## config.mk

```make
export PLATFORM = sky130hd
export DESIGN_NAME = msx_exec
export DESIGN_NICKNAME = d
export VERILOG_FILES = /design/src/sv/msx_pkg.sv /design/src/sv/msx_exec.sv
export SDC_FILE = /design/constraint.sdc
export NUM_CORES = 1
export LEC_CHECK = 0
export ABC_AREA = 1
export BUFFER_PORTS_ARGS = -buffer_cell sky130_fd_sc_hd__buf_2
export CAP_MARGIN = 20
export CORE_UTILIZATION = 45
export DETAILED_ROUTE_END_ITERATION = 10
export PLACE_DENSITY = 0.62
export SLEW_MARGIN = 15
export SYNTH_ARGS = -nofsm -noshare
export SYNTH_HDL_FRONTEND = slang
export SYNTH_SLANG_ARGS = --single-unit
```

## constraint.sdc

```tcl
create_clock -name vclk -period 8.7
set_clock_uncertainty 0.15 [all_clocks]
set_input_delay 0 -clock vclk [all_inputs]
set_output_delay 0 -clock vclk [all_outputs]
set_load 0.005 [all_outputs]
```

## src/sv/msx_pkg.sv

```systemverilog
// Shared constants, instruction codes and inter-module structs of the MIPS subset core.
package msx_pkg;

  // Data memory geometry: big-endian bytes kept in four byte lanes of DATA_ROWS rows.
  localparam int unsigned DATA_BYTES = 65536;
  localparam logic [31:0] DATA_BASE  = 32'h1000_0000;
  localparam int unsigned DATA_ROWS  = (DATA_BYTES + 3) / 4;
  localparam int unsigned ROW_W      = $clog2(DATA_ROWS);
  localparam int unsigned OFF_W      = ROW_W + 2;
  localparam int unsigned CLR_W      = ROW_W + 1;
  localparam logic [CLR_W-1:0] CLR_LAST = CLR_W'(DATA_ROWS - 1);

  // Highest offset at which a whole word still fits, and the byte limit.
  localparam logic [31:0] WORD_LAST_OFF = 32'(DATA_BYTES - 4);
  localparam logic [31:0] BYTE_LIMIT    = 32'(DATA_BYTES);

  // General register file.
  localparam int unsigned REGS = 32;

  // Request commands.
  localparam logic CMD_EXEC    = 1'b0;
  localparam logic CMD_PRELOAD = 1'b1;

  // Primary opcodes.
  localparam logic [5:0] OP_SPECIAL = 6'h00;
  localparam logic [5:0] OP_J       = 6'h02;
  localparam logic [5:0] OP_JAL     = 6'h03;
  localparam logic [5:0] OP_BEQ     = 6'h04;
  localparam logic [5:0] OP_BNE     = 6'h05;
  localparam logic [5:0] OP_ADDI    = 6'h08;
  localparam logic [5:0] OP_ADDIU   = 6'h09;
  localparam logic [5:0] OP_SLTI    = 6'h0a;
  localparam logic [5:0] OP_SLTIU   = 6'h0b;
  localparam logic [5:0] OP_ANDI    = 6'h0c;
  localparam logic [5:0] OP_ORI     = 6'h0d;
  localparam logic [5:0] OP_LUI     = 6'h0f;
  localparam logic [5:0] OP_LW      = 6'h23;
  localparam logic [5:0] OP_SW      = 6'h2b;

  // Function codes of the special opcode.
  localparam logic [5:0] FN_SLL  = 6'h00;
  localparam logic [5:0] FN_SRL  = 6'h02;
  localparam logic [5:0] FN_JR   = 6'h08;
  localparam logic [5:0] FN_ADD  = 6'h20;
  localparam logic [5:0] FN_ADDU = 6'h21;
  localparam logic [5:0] FN_SUB  = 6'h22;
  localparam logic [5:0] FN_SUBU = 6'h23;
  localparam logic [5:0] FN_AND  = 6'h24;
  localparam logic [5:0] FN_OR   = 6'h25;
  localparam logic [5:0] FN_SLT  = 6'h2a;
  localparam logic [5:0] FN_SLTU = 6'h2b;

  // Memory access kinds reported with each result.
  localparam logic [1:0] MEM_NONE  = 2'd0;
  localparam logic [1:0] MEM_LOAD  = 2'd1;
  localparam logic [1:0] MEM_STORE = 2'd2;

  // Control state: clearing pass after reset, then normal operation.
  typedef enum logic {
    ST_CLEAR,
    ST_RUN
  } ctl_state_t;

  // One result item.
  typedef struct packed {
    logic [31:0] next_pc;
    logic        reg_written;
    logic [4:0]  dest_reg;
    logic [31:0] dest_value;
    logic [1:0]  mem_kind;
    logic [31:0] eff_address;
    logic        mem_fault;
  } result_t;

  // Data memory access from the execute stage.
  typedef struct packed {
    logic             word_wr;
    logic             byte_wr;
    logic             word_rd;
    logic [OFF_W-1:0] off;
    logic [31:0]      wdata;
  } dmem_req_t;

  // Everything the execute unit decides for one request.
  typedef struct packed {
    result_t   res;
    dmem_req_t dreq;
  } exec_t;

  // Register file write port, with a flag that marks writes eligible for bypass.
  typedef struct packed {
    logic        we;
    logic [4:0]  addr;
    logic [31:0] data;
    logic        fwd;
  } rf_wr_t;

endpackage

```

## src/sv/msx_exec.sv

```systemverilog
// Decode and execute unit: computes result fields and data memory access for one request.
module msx_exec (
  input  logic            cmd,
  input  logic [31:0]     instr_word,
  input  logic [15:0]     preload_offset,
  input  logic [7:0]      preload_byte,
  input  logic [31:0]     pc,
  input  logic [31:0]     a,
  input  logic [31:0]     b,
  output msx_pkg::exec_t  ex
);

  localparam int unsigned OW = msx_pkg::OFF_W;

  logic [5:0]  op;
  logic [5:0]  fn;
  logic [4:0]  rt;
  logic [4:0]  rd;
  logic [4:0]  sa;
  logic [31:0] simm;
  logic [31:0] zimm;
  logic [31:0] pc_plus4;
  logic [31:0] br_target;
  logic [31:0] j_target;
  logic [31:0] ea;
  logic [31:0] word_off;
  logic [31:0] pre_off;
  logic        word_ok;
  logic        wr;
  logic [4:0]  dr;
  logic [31:0] dv;

  // Instruction fields and address arithmetic.
  assign op        = instr_word[31:26];
  assign rt        = instr_word[20:16];
  assign rd        = instr_word[15:11];
  assign sa        = instr_word[10:6];
  assign fn        = instr_word[5:0];
  assign zimm      = {16'b0, instr_word[15:0]};
  assign simm      = {{16{instr_word[15]}}, instr_word[15:0]};
  assign pc_plus4  = pc + 32'd4;
  assign br_target = pc_plus4 + {simm[29:0], 2'b00};
  assign j_target  = {pc_plus4[31:28], instr_word[25:0], 2'b00};
  assign ea        = a + simm;
  assign word_off  = ea - msx_pkg::DATA_BASE;
  assign word_ok   = word_off <= msx_pkg::WORD_LAST_OFF;
  assign pre_off   = {16'b0, preload_offset};

  // Main decoder.
  always_comb begin
    ex = '0;
    wr = 1'b0;
    dr = '0;
    dv = '0;
    ex.res.next_pc = pc_plus4;
    if (cmd == msx_pkg::CMD_PRELOAD) begin
      ex.res.next_pc     = pc;
      ex.res.eff_address = msx_pkg::DATA_BASE + pre_off;
      ex.dreq.off        = pre_off[OW-1:0];
      ex.dreq.wdata      = {24'b0, preload_byte};
      if (pre_off < msx_pkg::BYTE_LIMIT) begin
        ex.dreq.byte_wr = 1'b1;
      end else begin
        ex.res.mem_fault = 1'b1;
      end
    end else begin
      unique case (op) inside
        msx_pkg::OP_SPECIAL: begin
          dr = rd;
          unique case (fn) inside
            msx_pkg::FN_ADD, msx_pkg::FN_ADDU: begin
              wr = 1'b1;
              dv = a + b;
            end
            msx_pkg::FN_SUB, msx_pkg::FN_SUBU: begin
              wr = 1'b1;
              dv = a - b;
            end
            msx_pkg::FN_AND: begin
              wr = 1'b1;
              dv = a & b;
            end
            msx_pkg::FN_OR: begin
              wr = 1'b1;
              dv = a | b;
            end
            msx_pkg::FN_SLT: begin
              wr = 1'b1;
              dv = {31'b0, $signed(a) < $signed(b)};
            end
            msx_pkg::FN_SLTU: begin
              wr = 1'b1;
              dv = {31'b0, a < b};
            end
            msx_pkg::FN_SLL: begin
              wr = 1'b1;
              dv = b << sa;
            end
            msx_pkg::FN_SRL: begin
              wr = 1'b1;
              dv = b >> sa;
            end
            msx_pkg::FN_JR: begin
              ex.res.next_pc = a;
            end
            default: ;
          endcase
        end
        msx_pkg::OP_J: begin
          ex.res.next_pc = j_target;
        end
        msx_pkg::OP_JAL: begin
          ex.res.next_pc = j_target;
          wr = 1'b1;
          dr = 5'd31;
          dv = pc_plus4;
        end
        msx_pkg::OP_ADDI, msx_pkg::OP_ADDIU: begin
          wr = 1'b1;
          dr = rt;
          dv = ea;
        end
        msx_pkg::OP_ANDI: begin
          wr = 1'b1;
          dr = rt;
          dv = a & zimm;
        end
        msx_pkg::OP_ORI: begin
          wr = 1'b1;
          dr = rt;
          dv = a | zimm;
        end
        msx_pkg::OP_LUI: begin
          wr = 1'b1;
          dr = rt;
          dv = {instr_word[15:0], 16'b0};
        end
        msx_pkg::OP_SLTI: begin
          wr = 1'b1;
          dr = rt;
          dv = {31'b0, $signed(a) < $signed(simm)};
        end
        msx_pkg::OP_SLTIU: begin
          wr = 1'b1;
          dr = rt;
          dv = {31'b0, a < simm};
        end
        msx_pkg::OP_BEQ: begin
          if (a == b) begin
            ex.res.next_pc = br_target;
          end
        end
        msx_pkg::OP_BNE: begin
          if (a != b) begin
            ex.res.next_pc = br_target;
          end
        end
        msx_pkg::OP_LW: begin
          ex.res.mem_kind    = msx_pkg::MEM_LOAD;
          ex.res.eff_address = ea;
          ex.dreq.off        = word_off[OW-1:0];
          dr = rt;
          if (word_ok) begin
            wr = 1'b1;
            ex.dreq.word_rd = 1'b1;
          end else begin
            ex.res.mem_fault = 1'b1;
          end
        end
        msx_pkg::OP_SW: begin
          ex.res.mem_kind    = msx_pkg::MEM_STORE;
          ex.res.eff_address = ea;
          ex.dreq.off        = word_off[OW-1:0];
          ex.dreq.wdata      = b;
          if (word_ok) begin
            ex.dreq.word_wr = 1'b1;
          end else begin
            ex.res.mem_fault = 1'b1;
          end
        end
        default: ;
      endcase
    end
    // Register zero is never written; a dropped write reports zeros.
    ex.res.reg_written = wr && (dr != 5'd0);
    ex.res.dest_reg    = ex.res.reg_written ? dr : 5'd0;
    ex.res.dest_value  = ex.res.reg_written ? dv : 32'd0;
  end

endmodule

```

======== Word-level counts from Yosys, hierarchy flattened ========
Cells that the tools add are included.
cells by class
  add/subtract/negate cells ............... 7
  multiply operators ...................... 0
  div/mod/pow operators ................... 0
  order comparisons ....................... 6
  equality and inequality tests ........... 25
  shift-type cells ........................ 2
  mux-type cells .......................... 30
  bitwise gates (word level) .............. 4
  reduce and logical (&&, ||, !) cells .... 12
operators by type and width
  cell                                                                      number
  32-bit one-hot mux with 8 select lines                                    2
  32-bit two-way mux                                                        7
  32-bit one-hot mux with 4 select lines                                    1
  32-bit adder                                                              3
  32-bit < comparator                                                       3
  35-bit one-hot mux with 2 select lines                                    1
  6-bit equality test (second input constant)                               10
  6-bit by 4-bit equality test with 1-bit output (second input constant)    8
  48-bit two-way mux                                                        1
  33-bit two-way mux                                                        1
  32-bit by 3-bit adder with 32-bit output (second input constant)          1
  32-bit by 16-bit bitwise AND with 32-bit output                           1
  32-bit bitwise AND                                                        1
  32-bit equality test                                                      1
  32-bit by 16-bit <= comparator with 1-bit output (second input constant)  1
  32-bit by 16-bit < comparator with 1-bit output                           1
  32-bit inequality test                                                    1
  32-bit by 16-bit bitwise OR with 32-bit output                            1
  32-bit bitwise OR                                                         1
  32-bit by 5-bit << shifter with 32-bit output                             1
  32-bit by 5-bit >> shifter with 32-bit output                             1
  32-bit by 29-bit subtractor with 32-bit output (second input constant)    1
  32-bit subtractor                                                         1
  29-bit by 16-bit adder with 30-bit output (first input constant)          1
  other kinds (15)                                                          35
word-level totals
  flip-flop bits (word level) ............. 0
  latch bits .............................. 0
  bits in writable memories ............... 0
  memory bits (read-only) ................. 0
  output and inout bits ................... 156
  memories ................................ 0

======== Logic depth before layout (Yosys ltp) ========
  depth in word-level cells ............... 8
  gate-level depth with buffers ........... 26
  depth with buffers taken out ............ 23

======== Worst setup path before layout ========
Ideal clock, no wire load.
  kind .................................... input to output
  from .................................... input pc[2]
  to ...................................... output ex[149] (netlist name)
  data arrival time ....................... 2811 ps
  path slack .............................. 5739 ps
  stages .................................. 21
  buffers on the path ..................... 0
  cell sequence ........................... ha_1 > nand3_1 > nor2_1 > nand3b_1 > nor2_1 > nand2_1 > nor2_1 > nand2_1 > xor2_1 > inv_1 > ha_1 > a21oi_1 > o21ai_0 > a21oi_1 > nand3_1 > a21o_1 > or2_2 > nand3_1 > nand4_1 > nand2_1 > inv_1
RTL lines
  what         RTL line        text
  from (decl)  msx_exec.sv:7   input logic [31:0] pc,
  to (decl)    msx_exec.sv:10  output msx_pkg::exec_t ex

==> out/results.ini <==
[critical_path]
critical-path-top-delay-family = simple AND/OR/NAND/NOR gates
crit_chain = buf_2, buf_4, clkinv_1, ha_1, nand2_1, inv_1, a21oi_1, nand2_1, nand2_1, nand2_1, nand2_1, nand2_1, nand2_1, nand2_1, nor2_1, nand2_1, nor2_1, nand3_1, nand2_1, nand2_2, nor2_1, buf_2
critPathMaxFanout = 81
path_common_cell = nand2_1
startpoint_type = input pin
required_ns = 8.55
endpoint_kind = output pin
path_buf_inv = 5
cpPeakStageDelay_ns = 0.84
arrival_ns = 4.76
crit_slowest_cell = clkinv_1
crit_type = in -> out

[timing]
rsz0062_at_grt = no
hold_violations = 0
slew_violations = 0
setup_viol = 0
worst_slew_pin_slew_ns = 1.10
max_freq_mhz = 204
period_share = 0.565
tns_ns = 0
min_period_ns = 4.91
relSlewSlack = 0.267

[clock_network]
hold_buffers = 0
post_cts.repair.setup_buffers = 0
cts_resized = 0

[finish]
nNetsFinal = 4183
stdcell_count = 4346
seq_cell_count = 0
drive_gt1_frac = 0.112
area_delta_synth_final_pct = 10.4
clock_buffers = 0
multi_input_area_um2 = 15600
most-common-layout-cells = nand2_1, inv_1, nor2_1, buf_2, nand3_1
n_fill_cell = 4676
final_common_cell = nand2_1
seq_area_um2 = 0

[run_status]
status = finished clean

[logic_synthesis]
ys_warn_count = 0
syn_area_um2 = 18100
netlist.area_leader.share = 0.217
synthDistinctLibCells = 53
synthCells = 3619
synth.area.top_cells = nand2_1, ha_1, inv_1
yosysSeqAreaShare = 0
syn_area_per_cell_um2 = 5.00
syn_nets = 3981
yosys.area.top_type = nand2_1

[die]
core_area_um2 = 39700
die_width_um = 202
row_count = 73
die_area_um2 = 41000
start_util = 0.455
fp.dieH_um = 202
pin_count = 309

[routing]
routed_wirelength_um = 108000
first_iter_violations = 3542
post-route-drc-count = 0
post_drt_wl_per_cell_um = 24.8
ant_nets = 0
dr.pass1.iters = 7
num_vias = 26300
vias_per_cell = 6.05

[place]
io_buffers = 309
gp_congestion = 1.13
dp_hpwl_um = 88700
dpl.cell_count = 4343

[run]
cap_violations = 0

[global_routing]
first_global_vias = 24300
antenna_found_initial = 4
grt_pass1_wl_um = 155000
grt-ovfl-total = 0
grt_max_degree = 82
grt_util_all_layers = 0.507

[worst_hold_path]
worstHoldPathType = in -> out

==> final cells by class <==
| cell class | count | area share |
|---|---|---|
| repair buffers | 333 | 0.0869 |
| diodes | 2 | 0.000251 |
| well taps | 525 | 0.0329 |
| multi-input cells | 2959 | 0.781 |
| inverters | 527 | 0.0991 |
==> per-stage QoR <==
| stage | setup WS (ns) | instance area [um^2] | hold WS [ns] | util |
|---|---|---|---|---|
| 2_1_floorplan | 5.74 | 18100 | -0.0907 | - |
| 3_3_place_gp | 4.04 | 19900 | 0.120 | 0.502 |
| 3_5_place_dp | 3.95 | 19900 | 0.120 | 0.502 |
| 4_1_cts | 3.94 | 19900 | 0.122 | 0.502 |
| 5_1_grt | 3.42 | 20000 | 0.142 | 0.502 |
| 6_report | 3.79 | 20000 | 0.121 | 0.502 |
==> per-layer routing <==
metal | up-vias | global-route usage | part of all wire
li1 | 12300 | - | -
met1 | 11700 | 0.587 | 0.36
met2 | 1850 | 0.786 | 0.42
met3 | 537 | 0.119 | 0.11
met4 | 4 | 0.438 | 0.11
met5 | - | 0 | 0.00027
==> cells by family after synthesis <==
kind of cell               Yosys count  synth area share
and+or+nand+nor                   1965             0.457
AOI/OAI and AO/OA                  743             0.236
buffers and inverters              660             0.140
adders and majority gates          209             0.146
xor gates and xnor gates            36            0.0178
muxes                                6           0.00332
==> final timing paths <==
path | end | cells past startpoint | startpoint | slack, ns
worst min-delay path | ex[7] | 4 | preload_byte[7] | 0.12
worst max-delay path | ex[118] | 22 | instr_word[6] | 3.79
==> cell usage after synthesis (3+ instances only) <==
library cell / n
a21o_1: 12
xor2_1: 30
inv_1: 515
ha_1: 205
buf_1: 6
mux2i_1: 6
nand3b_1: 18
nor2_1: 400
o31ai_1: 5
nor4_1: 15
a211oi_1: 6
nor2_2: 32
a31oi_1: 14
nor3_2: 4
nand3_1: 304
xnor2_1: 5
nand2_1: 1048
clkbuf_1: 107
o221ai_1: 11
o22ai_1: 29
a21oi_1: 227
fa_1: 4
inv_2: 8
and2_1: 6
buf_6: 3
or2_2: 28
o211ai_1: 38
a21boi_0: 4
a32oi_1: 5
o21a_1: 19
o21ai_0: 303
o2111ai_1: 14
a221oi_1: 15
a22oi_1: 9
nor3_1: 47
buf_2: 16
o21bai_1: 21
nand2_2: 9
clkinv_1: 4
nand4_1: 50
